`src/rtl/mgsp_pkg.sv`:
```
// shared types and constants for the maximal goal subset prune table
package mgsp_pkg;

  // fixed field widths
  localparam int MASK_W     = 32;
  localparam int COST_W     = 31;
  localparam int HV_W       = 32;
  localparam int CFG_IDX_W  = 2;
  localparam int CFG_DATA_W = 32;

  // configuration register indexes
  localparam logic [CFG_IDX_W-1:0] CFG_HARD_GOAL  = 2'd0;
  localparam logic [CFG_IDX_W-1:0] CFG_PRUNE_EN   = 2'd1;
  localparam logic [CFG_IDX_W-1:0] CFG_COST_LIMIT = 2'd2;

  // reset values and saturation bound
  localparam logic [COST_W-1:0] COST_LIMIT_RST = 31'h7FFF_FFFF;
  localparam logic [HV_W-1:0]   HV_MAX         = 32'h7FFF_FFFF;

  // sequencer states
  typedef enum logic [2:0] {
    ST_CLEAR,
    ST_IDLE,
    ST_SCAN1,
    ST_DRAIN1,
    ST_SCAN2,
    ST_DRAIN2,
    ST_INSERT,
    ST_FINISH
  } st_t;

  // subset compare results for one table entry
  typedef struct packed {
    logic reach_in_e;
    logic sat_in_e;
    logic e_in_sat;
  } cmp_res_t;

endpackage

```
`src/rtl/mgsp_if.sv`:
```
// valid/ready channel interfaces for search states and results
interface mgsp_in_if import mgsp_pkg::*; ();
  logic              valid;
  logic              ready;
  logic [COST_W-1:0] path_cost;
  logic [MASK_W-1:0] reachable_mask;
  logic [MASK_W-1:0] satisfied_mask;

  modport source (output valid, path_cost, reachable_mask, satisfied_mask, input ready);
  modport sink   (input valid, path_cost, reachable_mask, satisfied_mask, output ready);
endinterface

interface mgsp_out_if import mgsp_pkg::*; ();
  logic                   valid;
  logic                   ready;
  logic                   prune_flag;
  logic signed [HV_W-1:0] heuristic_value;
  logic                   table_changed;
  logic                   table_overflow;

  modport source (output valid, prune_flag, heuristic_value, table_changed, table_overflow,
                  input ready);
  modport sink   (input valid, prune_flag, heuristic_value, table_changed, table_overflow,
                  output ready);
endinterface

```
`src/rtl/mgsp_ram.sv`:
```
// generic single write port RAM with registered read
module mgsp_ram #(
  parameter int WIDTH = 33,
  parameter int DEPTH = 64
) (
  input  logic                     clk,
  input  logic                     we,
  input  logic [$clog2(DEPTH)-1:0] waddr,
  input  logic [WIDTH-1:0]         wdata,
  input  logic [$clog2(DEPTH)-1:0] raddr,
  output logic [WIDTH-1:0]         rdata
);

  logic [WIDTH-1:0] mem [DEPTH];
  logic [WIDTH-1:0] rdata_r;

  // write port
  always_ff @(posedge clk) begin
    if (we) begin
      mem[waddr] <= wdata;
    end
  end

  // registered read port
  always_ff @(posedge clk) begin
    rdata_r <= mem[raddr];
  end

  assign rdata = rdata_r;

endmodule

```
`src/rtl/mgsp_cmp.sv`:
```
// shared subset compare unit, one table entry against the current state's masks
module mgsp_cmp import mgsp_pkg::*; #(
  parameter int W = 32
) (
  input  logic         entry_valid,
  input  logic [W-1:0] entry_mask,
  input  logic [W-1:0] reach,
  input  logic [W-1:0] sat,
  output cmp_res_t     res
);

  // a is covered by b when no bit of a lies outside b
  always_comb begin
    res.reach_in_e = entry_valid && ((reach & ~entry_mask) == '0);
    res.sat_in_e   = entry_valid && ((sat & ~entry_mask) == '0);
    res.e_in_sat   = entry_valid && ((entry_mask & ~sat) == '0);
  end

endmodule

```
`src/rtl/maximal_goal_subset_prune_table_top.sv`:
```
// Maximal goal subset prune table: one search state per transfer in, one verdict per transfer
// out. The entry table lives in a single RAM (valid bit plus mask) read through one shared
// subset compare unit. An item holds the block from its accept until its result is loaded,
// and no new item is accepted before then. The time goes on a first pass over all entries for
// the prune and cover checks, then a second pass that drops covered entries and finds the
// lowest free slot, then the insert write and the result load. The second pass runs only when
// every hard goal is satisfied and no entry already covers the satisfied mask; otherwise the
// item goes from the first pass straight to the result load. After reset a clearing pass over
// all entries runs before the first item is taken; configuration writes are taken throughout. A
// finished result waits in an output register while the next item is accepted; if that
// result is still not taken when the next one is ready, the sequencer holds in its last
// state until the output register frees.
module maximal_goal_subset_prune_table_top import mgsp_pkg::*; #(
  parameter int GOAL_BITS     = 32,
  parameter int TABLE_ENTRIES = 64
) (
  input  logic                  clk,
  input  logic                  rst_n,
  input  logic                  cfg_we,
  input  logic [CFG_IDX_W-1:0]  cfg_index,
  input  logic [CFG_DATA_W-1:0] cfg_wdata,
  mgsp_in_if.sink               in_chan,
  mgsp_out_if.source            out_chan
);

  localparam int MaskW = (GOAL_BITS < MASK_W) ? GOAL_BITS : MASK_W;
  localparam int EntW  = MaskW + 1;
  localparam int AW    = $clog2(TABLE_ENTRIES);
  localparam logic [AW-1:0] LastIdx = AW'(TABLE_ENTRIES - 1);

  // configuration registers
  logic [MASK_W-1:0] hard_goal_r;
  logic              prune_en_r;
  logic [COST_W-1:0] cost_limit_r;

  // sequencer and item registers
  st_t             state_r, state_nxt;
  logic [AW-1:0]   idx_r, idx_nxt;
  logic            rvld_r, rvld_nxt;
  logic [AW-1:0]   raddr_r, raddr_nxt;
  logic            pruned_r, pruned_nxt;
  logic            covered_r, covered_nxt;
  logic            free_found_r, free_found_nxt;
  logic [AW-1:0]   slot_r, slot_nxt;
  logic            chg_r, chg_nxt;
  logic            ovf_r, ovf_nxt;
  logic [COST_W-1:0] cost_r;
  logic [MaskW-1:0]  reach_r;
  logic [MaskW-1:0]  sat_r;
  logic              hard_sat_r;

  // output register
  logic              out_valid_r, out_valid_nxt;
  logic              out_prune_r;
  logic [HV_W-1:0]   out_hv_r;
  logic              out_chg_r;
  logic              out_ovf_r;
  logic              out_load;

  // RAM and compare unit signals
  logic              ram_we;
  logic [AW-1:0]     ram_waddr;
  logic [EntW-1:0]   ram_wdata;
  logic [AW-1:0]     ram_raddr;
  logic [EntW-1:0]   ram_rdata;
  cmp_res_t          cmp;

  logic              in_xfer;
  logic [MaskW-1:0]  hard_cut;
  logic [COST_W+1:0] hv_diff;
  logic [HV_W-1:0]   hv_sat;

  assign in_xfer  = in_chan.valid && in_chan.ready;
  assign hard_cut = hard_goal_r[MaskW-1:0];

  // configuration write port
  always_ff @(posedge clk) begin
    if (!rst_n) begin
      hard_goal_r  <= '0;
      prune_en_r   <= 1'b1;
      cost_limit_r <= COST_LIMIT_RST;
    end else if (cfg_we) begin
      case (cfg_index)
        CFG_HARD_GOAL:  hard_goal_r  <= cfg_wdata[MASK_W-1:0];
        CFG_PRUNE_EN:   prune_en_r   <= cfg_wdata[0];
        CFG_COST_LIMIT: cost_limit_r <= cfg_wdata[COST_W-1:0];
        default: ;
      endcase
    end
  end

  // entry table
  mgsp_ram #(
    .WIDTH (EntW),
    .DEPTH (TABLE_ENTRIES)
  ) u_ram (
    .clk   (clk),
    .we    (ram_we),
    .waddr (ram_waddr),
    .wdata (ram_wdata),
    .raddr (ram_raddr),
    .rdata (ram_rdata)
  );

  // shared subset compare
  mgsp_cmp #(
    .W (MaskW)
  ) u_cmp (
    .entry_valid (ram_rdata[MaskW]),
    .entry_mask  (ram_rdata[MaskW-1:0]),
    .reach       (reach_r),
    .sat         (sat_r),
    .res         (cmp)
  );

  // remaining cost plus one, saturated at the top
  assign hv_diff = {2'b00, cost_limit_r} - {2'b00, cost_r} + (COST_W+2)'(1);
  assign hv_sat  = (!hv_diff[COST_W+1] && hv_diff[COST_W]) ? HV_MAX : hv_diff[HV_W-1:0];

  // sequencer state and item registers
  always_ff @(posedge clk) begin
    if (!rst_n) begin
      state_r      <= ST_CLEAR;
      idx_r        <= '0;
      rvld_r       <= 1'b0;
      out_valid_r  <= 1'b0;
    end else begin
      state_r      <= state_nxt;
      idx_r        <= idx_nxt;
      rvld_r       <= rvld_nxt;
      out_valid_r  <= out_valid_nxt;
    end
  end

  // item payload and scan flags
  always_ff @(posedge clk) begin
    raddr_r      <= raddr_nxt;
    pruned_r     <= pruned_nxt;
    covered_r    <= covered_nxt;
    free_found_r <= free_found_nxt;
    slot_r       <= slot_nxt;
    chg_r        <= chg_nxt;
    ovf_r        <= ovf_nxt;
    if (in_xfer) begin
      cost_r     <= in_chan.path_cost;
      reach_r    <= in_chan.reachable_mask[MaskW-1:0];
      sat_r      <= in_chan.satisfied_mask[MaskW-1:0];
      hard_sat_r <= ((hard_cut & ~in_chan.satisfied_mask[MaskW-1:0]) == '0);
    end
    if (out_load) begin
      out_prune_r <= pruned_r && prune_en_r;
      out_hv_r    <= (pruned_r && prune_en_r) ? hv_sat : '0;
      out_chg_r   <= chg_r;
      out_ovf_r   <= ovf_r;
    end
  end

  // next state, RAM control and scan evaluation
  always_comb begin
    state_nxt      = state_r;
    idx_nxt        = idx_r;
    rvld_nxt       = 1'b0;
    raddr_nxt      = idx_r;
    pruned_nxt     = pruned_r;
    covered_nxt    = covered_r;
    free_found_nxt = free_found_r;
    slot_nxt       = slot_r;
    chg_nxt        = chg_r;
    ovf_nxt        = ovf_r;
    ram_we         = 1'b0;
    ram_waddr      = raddr_r;
    ram_wdata      = '0;
    ram_raddr      = idx_r;
    out_load       = 1'b0;

    // first pass: prune and cover checks against the table before update
    if ((state_r == ST_SCAN1 || state_r == ST_DRAIN1) && rvld_r) begin
      pruned_nxt  = pruned_r | cmp.reach_in_e;
      covered_nxt = covered_r | cmp.sat_in_e;
    end

    // second pass: drop covered entries, note the lowest free slot
    if ((state_r == ST_SCAN2 || state_r == ST_DRAIN2) && rvld_r) begin
      if (cmp.e_in_sat) begin
        ram_we    = 1'b1;
        ram_waddr = raddr_r;
        ram_wdata = '0;
      end
      if ((!ram_rdata[MaskW] || cmp.e_in_sat) && !free_found_r) begin
        free_found_nxt = 1'b1;
        slot_nxt       = raddr_r;
      end
    end

    case (state_r)
      ST_CLEAR: begin
        ram_we    = 1'b1;
        ram_waddr = idx_r;
        ram_wdata = '0;
        if (idx_r == LastIdx) begin
          idx_nxt   = '0;
          state_nxt = ST_IDLE;
        end else begin
          idx_nxt = idx_r + AW'(1);
        end
      end
      ST_IDLE: begin
        if (in_xfer) begin
          idx_nxt        = '0;
          pruned_nxt     = ((hard_cut & ~in_chan.reachable_mask[MaskW-1:0]) != '0);
          covered_nxt    = 1'b0;
          free_found_nxt = 1'b0;
          chg_nxt        = 1'b0;
          ovf_nxt        = 1'b0;
          state_nxt      = ST_SCAN1;
        end
      end
      ST_SCAN1, ST_SCAN2: begin
        rvld_nxt  = 1'b1;
        raddr_nxt = idx_r;
        if (idx_r == LastIdx) begin
          idx_nxt   = '0;
          state_nxt = (state_r == ST_SCAN1) ? ST_DRAIN1 : ST_DRAIN2;
        end else begin
          idx_nxt = idx_r + AW'(1);
        end
      end
      ST_DRAIN1: begin
        state_nxt = (hard_sat_r && !covered_nxt) ? ST_SCAN2 : ST_FINISH;
      end
      ST_DRAIN2: begin
        state_nxt = ST_INSERT;
      end
      ST_INSERT: begin
        if (free_found_r) begin
          ram_we    = 1'b1;
          ram_waddr = slot_r;
          ram_wdata = {1'b1, sat_r};
          chg_nxt   = 1'b1;
        end else begin
          ovf_nxt = 1'b1;
        end
        state_nxt = ST_FINISH;
      end
      ST_FINISH: begin
        if (!out_valid_r || out_chan.ready) begin
          out_load  = 1'b1;
          state_nxt = ST_IDLE;
        end
      end
      default: begin
        state_nxt = ST_IDLE;
      end
    endcase

    // output register handshake
    out_valid_nxt = (out_valid_r && !out_chan.ready) || out_load;
  end

  // channel ports
  assign in_chan.ready            = (state_r == ST_IDLE);
  assign out_chan.valid           = out_valid_r;
  assign out_chan.prune_flag      = out_prune_r;
  assign out_chan.heuristic_value = out_hv_r;
  assign out_chan.table_changed   = out_chg_r;
  assign out_chan.table_overflow  = out_ovf_r;

  // a result never both inserts and overflows
  a_chg_ovf_excl: assert property (@(posedge clk) disable iff (!rst_n)
    out_valid_r |-> !(out_chg_r && out_ovf_r))
    else $error("result reports both insert and overflow");

  // heuristic is zero unless the state was pruned
  a_hv_zero: assert property (@(posedge clk) disable iff (!rst_n)
    (out_valid_r && !out_prune_r) |-> (out_hv_r == '0))
    else $error("nonzero heuristic on unpruned state");

  // drop writes never hit the entry being read in the same cycle
  a_drop_addr: assert property (@(posedge clk) disable iff (!rst_n)
    (state_r == ST_SCAN2 && ram_we) |-> (ram_waddr != ram_raddr))
    else $error("drop write collides with scan read");

  // an accepted item starts the first pass at entry zero
  a_accept_scan: assert property (@(posedge clk) disable iff (!rst_n)
    in_xfer |=> (state_r == ST_SCAN1 && idx_r == '0))
    else $error("accepted item did not start first pass");

  // an insert only follows a second pass
  a_insert_order: assert property (@(posedge clk) disable iff (!rst_n)
    (state_r == ST_INSERT) |-> ($past(state_r) == ST_DRAIN2))
    else $error("insert without second pass");

endmodule

```
`src/flat_wrapper.sv`:
```
// flat-port wrapper written by rule: the top's interface ports become plain ports
module maximal_goal_subset_prune_table_top_flat import mgsp_pkg::*;
#(
  parameter int GOAL_BITS     = 32,
  parameter int TABLE_ENTRIES = 64
)
  (clk, rst_n, cfg_we, cfg_index, cfg_wdata, in_chan_valid, in_chan_path_cost, in_chan_reachable_mask, in_chan_satisfied_mask, in_chan_ready, out_chan_valid, out_chan_prune_flag, out_chan_heuristic_value, out_chan_table_changed, out_chan_table_overflow, out_chan_ready);
  mgsp_in_if in_chan_i ();
  mgsp_out_if out_chan_i ();
  input  logic clk;
  input  logic rst_n;
  input  logic cfg_we;
  input  logic [CFG_IDX_W-1:0] cfg_index;
  input  logic [CFG_DATA_W-1:0] cfg_wdata;
  input wire logic [$bits(in_chan_i.valid)-1:0] in_chan_valid;
  input wire logic [$bits(in_chan_i.path_cost)-1:0] in_chan_path_cost;
  input wire logic [$bits(in_chan_i.reachable_mask)-1:0] in_chan_reachable_mask;
  input wire logic [$bits(in_chan_i.satisfied_mask)-1:0] in_chan_satisfied_mask;
  output wire logic [$bits(in_chan_i.ready)-1:0] in_chan_ready;
  output wire logic [$bits(out_chan_i.valid)-1:0] out_chan_valid;
  output wire logic [$bits(out_chan_i.prune_flag)-1:0] out_chan_prune_flag;
  output wire logic [$bits(out_chan_i.heuristic_value)-1:0] out_chan_heuristic_value;
  output wire logic [$bits(out_chan_i.table_changed)-1:0] out_chan_table_changed;
  output wire logic [$bits(out_chan_i.table_overflow)-1:0] out_chan_table_overflow;
  input wire logic [$bits(out_chan_i.ready)-1:0] out_chan_ready;
  assign in_chan_i.valid = in_chan_valid;
  assign in_chan_i.path_cost = in_chan_path_cost;
  assign in_chan_i.reachable_mask = in_chan_reachable_mask;
  assign in_chan_i.satisfied_mask = in_chan_satisfied_mask;
  assign in_chan_ready = in_chan_i.ready;
  assign out_chan_valid = out_chan_i.valid;
  assign out_chan_prune_flag = out_chan_i.prune_flag;
  assign out_chan_heuristic_value = out_chan_i.heuristic_value;
  assign out_chan_table_changed = out_chan_i.table_changed;
  assign out_chan_table_overflow = out_chan_i.table_overflow;
  assign out_chan_i.ready = out_chan_ready;
  maximal_goal_subset_prune_table_top #(.GOAL_BITS(GOAL_BITS), .TABLE_ENTRIES(TABLE_ENTRIES)) u_core (.clk(clk), .rst_n(rst_n), .cfg_we(cfg_we), .cfg_index(cfg_index), .cfg_wdata(cfg_wdata), .in_chan(in_chan_i), .out_chan(out_chan_i));
endmodule
```
`config.mk`:
```
export PLATFORM = sky130hd
export DESIGN_NAME = maximal_goal_subset_prune_table_top_flat
export DESIGN_NICKNAME = d
export VERILOG_FILES = /design/src/rtl/mgsp_pkg.sv /design/src/rtl/mgsp_if.sv /design/src/rtl/mgsp_ram.sv /design/src/rtl/mgsp_cmp.sv /design/src/rtl/maximal_goal_subset_prune_table_top.sv /design/src/flat_wrapper.sv
export SDC_FILE = /design/constraint.sdc
export NUM_CORES = 2
export LEC_CHECK = 0
export BUFFER_PORTS_ARGS = -buffer_cell sky130_fd_sc_hd__buf_2
export CAP_MARGIN = 20
export CELL_PAD_IN_SITES_DETAIL_PLACEMENT = 2
export CELL_PAD_IN_SITES_GLOBAL_PLACEMENT = 2
export CORE_MARGIN = 5
export CORE_UTILIZATION = 50
export DETAILED_ROUTE_END_ITERATION = 6
export GPL_TIMING_DRIVEN = 1
export PLACE_DENSITY_LB_ADDON = 0.1
export SLEW_MARGIN = 20
export SYNTH_ARGS = -nofsm -noshare
export SYNTH_HDL_FRONTEND = slang
export SYNTH_SLANG_ARGS = --single-unit
```
`constraint.sdc`:
```
create_clock -name clk -period 10.39 [get_ports clk]
set_clock_uncertainty 0.05 [all_clocks]
set_input_delay 0.5195 -clock clk [delete_from_list [all_inputs] [get_ports clk]]
set_output_delay 0.5195 -clock clk [all_outputs]
set_load 0.05 [all_outputs]
```
# Yosys cells after proc, flatten, opt, wreduce, memory -nomap -nowiden
# Memory sizes are Yosys's and may differ from the RTL's. A register that Yosys moved wholly into a read port is not among the register bits.
# Cells that the tools add are included.
[op_classes]
n_addsub = 3
mul = 0
div_mod_pow = 0
order_cmp = 0
eq_ne = 16
n_shift = 0
muxes = 39
bitwise_logic = 12
reduce_logical = 42
[op_table]
columns = ["op", "n"]
rows = [
  ["$and A32 B32 Y32", 5],
  ["$logic_not A32 Y1", 4],
  ["$not A32 Y32", 4],
  ["$mux W33", 2],
  ["$add A33 B1 Y33 const B", 1],
  ["$reduce_bool A32 Y1", 1],
  ["$sub A31 B31 Y32", 1],
  ["$mux W31", 1],
  ["$pmux W6 S2", 2],
  ["$mux W1", 21],
  ["$pmux W3 S7", 1],
  ["$mux W6", 3],
  ["$mux W3", 5],
  ["$eq A3 B3 Y1 const B", 4],
  ["$logic_and A1 B1 Y1", 11],
  ["$reduce_and A2 Y1", 5],
  ["$ne A2 B1 Y1 const B", 4],
  ["$add A6 B1 Y6 const B", 1],
  ["$eq A3 B2 Y1 const B", 2],
  ["$eq A6 B6 Y1 const B", 1],
  ["$logic_not A1 Y1", 6],
  ["$pmux W1 S2", 3],
  ["$reduce_and A3 Y1", 2],
  ["$logic_or A1 B1 Y1", 5],
  ["other kinds (13)", 17],
]
[word_totals]
register_bits = 223
latchBits = 0
mem_bits_rw = 2112
rom_bits = 0
input_bits = 134
n_memories = 1
[mem_list]
columns = ["name", "depth", "word_bits", "rd", "rd_ports_with_merged_regs", "write_ports", "line", "source"]
rows = [
  ["u_core.u_ram.mem", 64, 33, 1, 1, 1, "mgsp_ram.sv:14", "logic [WIDTH-1:0] mem [DEPTH];"],
]

# Depth between registers and ports, before layout
[logic_depth]
word_depth = 10
ltp_mapped = 16

# Hierarchy
# From an unflattened synthesis, not the netlist that was laid out.
[hier_totals]
hier_cells = 4808
hier_area_um2 = 92844.0
[by_module_without_submodules]
columns = ["mod", "n_inst", "cells_per_inst", "area_per_inst_um2"]
rows = [
  ["mgsp_ram", 1, 3598, 81192.9],
  ["maximal_goal_subset_prune_table_top", 1, 1101, 10966.8],
  ["mgsp_cmp", 1, 109, 684.4],
]

# Worst setup path after synthesis
# OpenSTA, ideal clock, no wires.
[synth_path]
path_type = "reg-to-reg"
startpoint = "register u_core.idx_r[0]"
endpoint = "memory u_core.u_ram.mem[11][0] (enable)"
setup_time_ns = 0.423
t_arrival_ns = 3.443
required_ns = 9.917
slack_ns = 6.474
stages_incl_launch_ff = 8
synth_period_minus_slack_ns = 3.916
cell_sequence = "dfxtp_1 clkbuf_1 clkbuf_1 buf_1 a22oi_1 a21oi_1 nand3_1 nor2_1"
[synth_between]
elab_chain_len = 1
[synth_rtl]
columns = ["element", "line", "source"]
rows = [
  ["start: declaration", "maximal_goal_subset_prune_table_top.sv:38", "logic [AW-1:0] idx_r, idx_nxt;"],
  ["start signal: assignment", "maximal_goal_subset_prune_table_top.sv:129", "idx_r <= idx_nxt;"],
  ["$pmux W6 S2", "maximal_goal_subset_prune_table_top.sv:195", "case (state_r)"],
  ["end: declaration", "mgsp_ram.sv:14", ""],
]
# No other way between the ends.

# Final worst setup path
[layout_path]
startpoint = "register u_core.state_r[2]"
endpoint = "memory u_core.u_ram.mem[12][25] (enable)"
[layout_between]
elab_chain_len = 8
word_cells_on_any_way = 12
[layout_rtl]
columns = ["element", "line", "source"]
rows = [
  ["start: declaration", "maximal_goal_subset_prune_table_top.sv:37", "st_t state_r, state_nxt;"],
  ["start signal: assignment", "maximal_goal_subset_prune_table_top.sv:128", "state_r <= state_nxt;"],
  ["$eq A3 B3 Y1", "maximal_goal_subset_prune_table_top.sv:183", "if ((state_r == ST_SCAN2 || state_r == ST_DRAIN2) && rvld_r) begin"],
  ["$logic_or A1 B1 Y1", "maximal_goal_subset_prune_table_top.sv:183", ""],
  ["$logic_and A1 B1 Y1", "maximal_goal_subset_prune_table_top.sv:183", ""],
  ["$mux W1", "maximal_goal_subset_prune_table_top.sv:183", ""],
  ["$mux W1", "maximal_goal_subset_prune_table_top.sv:235", "if (free_found_r) begin"],
  ["$pmux W1 S2", "maximal_goal_subset_prune_table_top.sv:195", ""],
  ["$mux W1", "mgsp_ram.sv:19", "if (we) begin"],
  ["$mux W1 (not written as such)", "mgsp_ram.sv:20", "mem[waddr] <= wdata;"],
]
# Parallel ways exist; a longest one is shown, timed or not.

==> flow_summary.yaml <==
outcome:
  outcome: "complete, no violations"
critical_path:
  reg2reg_slack_ps: 5030
  critPathKind: "flip-flop to flip-flop"
  critPathRequiredTime_ps: 10840
  critPathArrivalTime_ps: 5810
  crit_path_max_fanout: 28
  crit_start: "u_core.state_r[2]"
  r2r-start: "u_core.state_r[2]"
  cp-start-kind: "flip-flop"
  r2r_cells: 8
  crit_path_end_kind: "flip-flop"
layout:
  final_area_um2: 106300
  fin_nets: 4942
  utilization_pct: 57.52
  area_delta_synth_final_pct: 14.86
  fillers: 14950
  drive_gt1_share_pct: 29.28
  stdcell_count: 7471
clock_tree:
  path_clk_slew_ps: 70
  cts_root_buf: "clkbuf_16"
  cts_buffer_depth: 3
  tritoncts: "done"
  cts_resized: 0
  htree_num_levels: 4
  insertion_delay_ps: 930
  cts_made_buffers: 236
  clkSinkCount: 2368
placement:
  port_buffers: 170
  place.gp.congestion: 0.8648
  dpl.cell_count: 6873
  dpl-instance-area_um2: 97150
  dpl.hpwl_um: 188500
  post-place-ws_ps: 5347
synth:
  synthCells: 4333
  yosys_most_used_dff: "edfxtp_1"
  synth_seq_cells: 2368
  synth_edf_count: 2251
  ys_types: 84
  syn_avg_cell_area_um2: 21.36
  ys_seq_area_share_pct: 75.55
  synth_top_area_share_pct: 73.02
  yosys-top-cells-area: "edfxtp_1 (73%), mux4_2 (17%), dfxtp_1 (2.5%)"
  yosysWarnings: 0
  syn_area_um2: 92570
  syn_nets: 4501
  yosysTopAreaCell: "edfxtp_1"
  async_flop_share_pct: 0
timing:
  worst_slew_pin_slew_ps: 1153
  setup_tns_ps: 0
  final-setup-viol-count: 0
  maxSlewViolCount: 0
  slew_headroom_pct: 22.52
  hold_viol: 0
  fmax_ghz: 0.1866
  fin_crit_sh_pct: 51.58
  setup_ws_ps: 5030
  grt_setup_unrepaired: "false"
  fin_crit_ps: 5360
die:
  dieWidth_um: 440.3
  num_rows: 158
  io_pins: 171
  start_util_pct: 50.08
  fp.dieH_um: 440.3
  coreArea_um2: 184800
  dieArea_um2: 193800
global_routing:
  grt_start_max_net_pins: 153
  grt_pass1_wl_um: 493500
  grt_overflow: 0
  track_usage_pct: 37.46
  grt_pass1_vias: 55140
  antenna_found_initial: 37
min_path:
  holdCritPathClass: "primary input to flip-flop"
  min-delay-start: "rst_n"
  hold_depth: 3
detailed_routing:
  num_vias: 53190
  vias_per_cell: 7.120
  ant_nets: 0
  wl_um: 364500
  post-route-drc-count: 0
  post_drt_wl_per_cell_um: 48.78
  dr.pass1.iters: 6
  drtIter0Drc: 7942
pwr:
  p_leak_uw: 0.03659
  p_per_area_nw_per_um2: 192.5
  ir_worst_vdd_mv: 0.1830
job:
  maxCapViolations: 0
==> per-layer routing <==
metal  share of wire (%)  track usage, %  vias to the layer above
met1                  36           47.78                    28860
met4                 5.5           18.25                       22
met5               0.042               0                        -
li1                    -               -                    19010
met3                 9.3           7.870                     1012
met2                  50           61.77                     4286
==> final timing paths <==
check / to
worst max-delay path: u_core.u_ram.mem[12][25]
worst min-delay path: u_core.cost_limit_r[6]
worst max register to register: u_core.u_ram.mem[12][25]
worst min register to register: u_core.out_chan.table_overflow
==> cell usage in the layout, fill, tap and decap left out, types with 64 or more instances in the layout <==
master / instances
clkbuf_16: 240
inv_1: 111
nand2_1: 189
nor2_4: 64
dfxtp_1: 111
buf_2: 170
dlygate4sd3_1: 129
edfxtp_1: 2251
buf_4: 98
mux4_2: 693
==> layout make-up <==
| type | count | area, µm² | share of cell area, % |
|---|---|---|---|
| diodes | 18 | 45.04 | 0.04237 |
| clock buffers | 296 | 6306 | 5.931 |
| clock inverters | 141 | 1154 | 1.085 |
| inverters | 112 | 422.9 | 0.3978 |
| multi-input cells | 1638 | 21960 | 20.66 |
| flip-flops and latches | 2368 | 69960 | 65.80 |
| well taps | 2480 | 3103 | 2.919 |
| repair buffers | 418 | 3368 | 3.168 |
==> synth_stat cells (47+ instances only) <==
cell type     n
mux4_2      693
nand3_1      52
edfxtp_1   2251
buf_1        69
inv_1       112
a21oi_1      47
o22ai_1      48
and2_1       48
nand2_1     189
nor2_1      110
dfxtp_1     117
clkbuf_1    130
==> per-stage QoR <==
stage,hold slack [ps],total power [µW]
floorplan,279.0,11190
global placement,361.3,11560
detailed placement,362.6,11600
CTS,189.3,20240
global route,271.6,20970
finish,276.3,20460
==> cell families after synthesis <==
kind of cell,synth area share (%)
AOI/OAI and AO/OA,2.441
xor gates and xnor gates,0.3974
adders and majority gates,0.4677
buffers and inverters,1.357
DFF,75.55
muxes,16.93
and+or+nand+nor,2.859
==> worst max-delay path, cell delays in order, from the launching register on <==
cell      delay (ps)
dfxtp_1          730
nand2_1          320
nor2_1           190
o21bai_1         340
a222oi_1         870
and3_1           380
nand3_1          700
nor2_4           660
buf_4            620
==> power by group <==
group	internal [µW]	switching, µW	total (µW)
sequential	10400	86.5	10500
combinational	380	646	1030
clock	4710	4250	8960
total	15500	4980	20500
==> registers in the layout, indices dropped and copies added (netlist names), 31 cells and up <==
register,cells
u_core.reach_r,32
u_core.hard_cut,32
u_core.u_ram.rdata,33
u_core.u_ram.mem,2112
u_core.cost_r,31
u_core.out_chan.heuristic_value,32
u_core.sat_r,32
u_core.cost_limit_r,31
==> repair_timing <==
item | in CTS | in global routing
setup buffers | 0 | 0
endpoints found under the hold margin | 159 | 0
hold buffers | 129 | 0
Power figures use the tool's default switching activity.
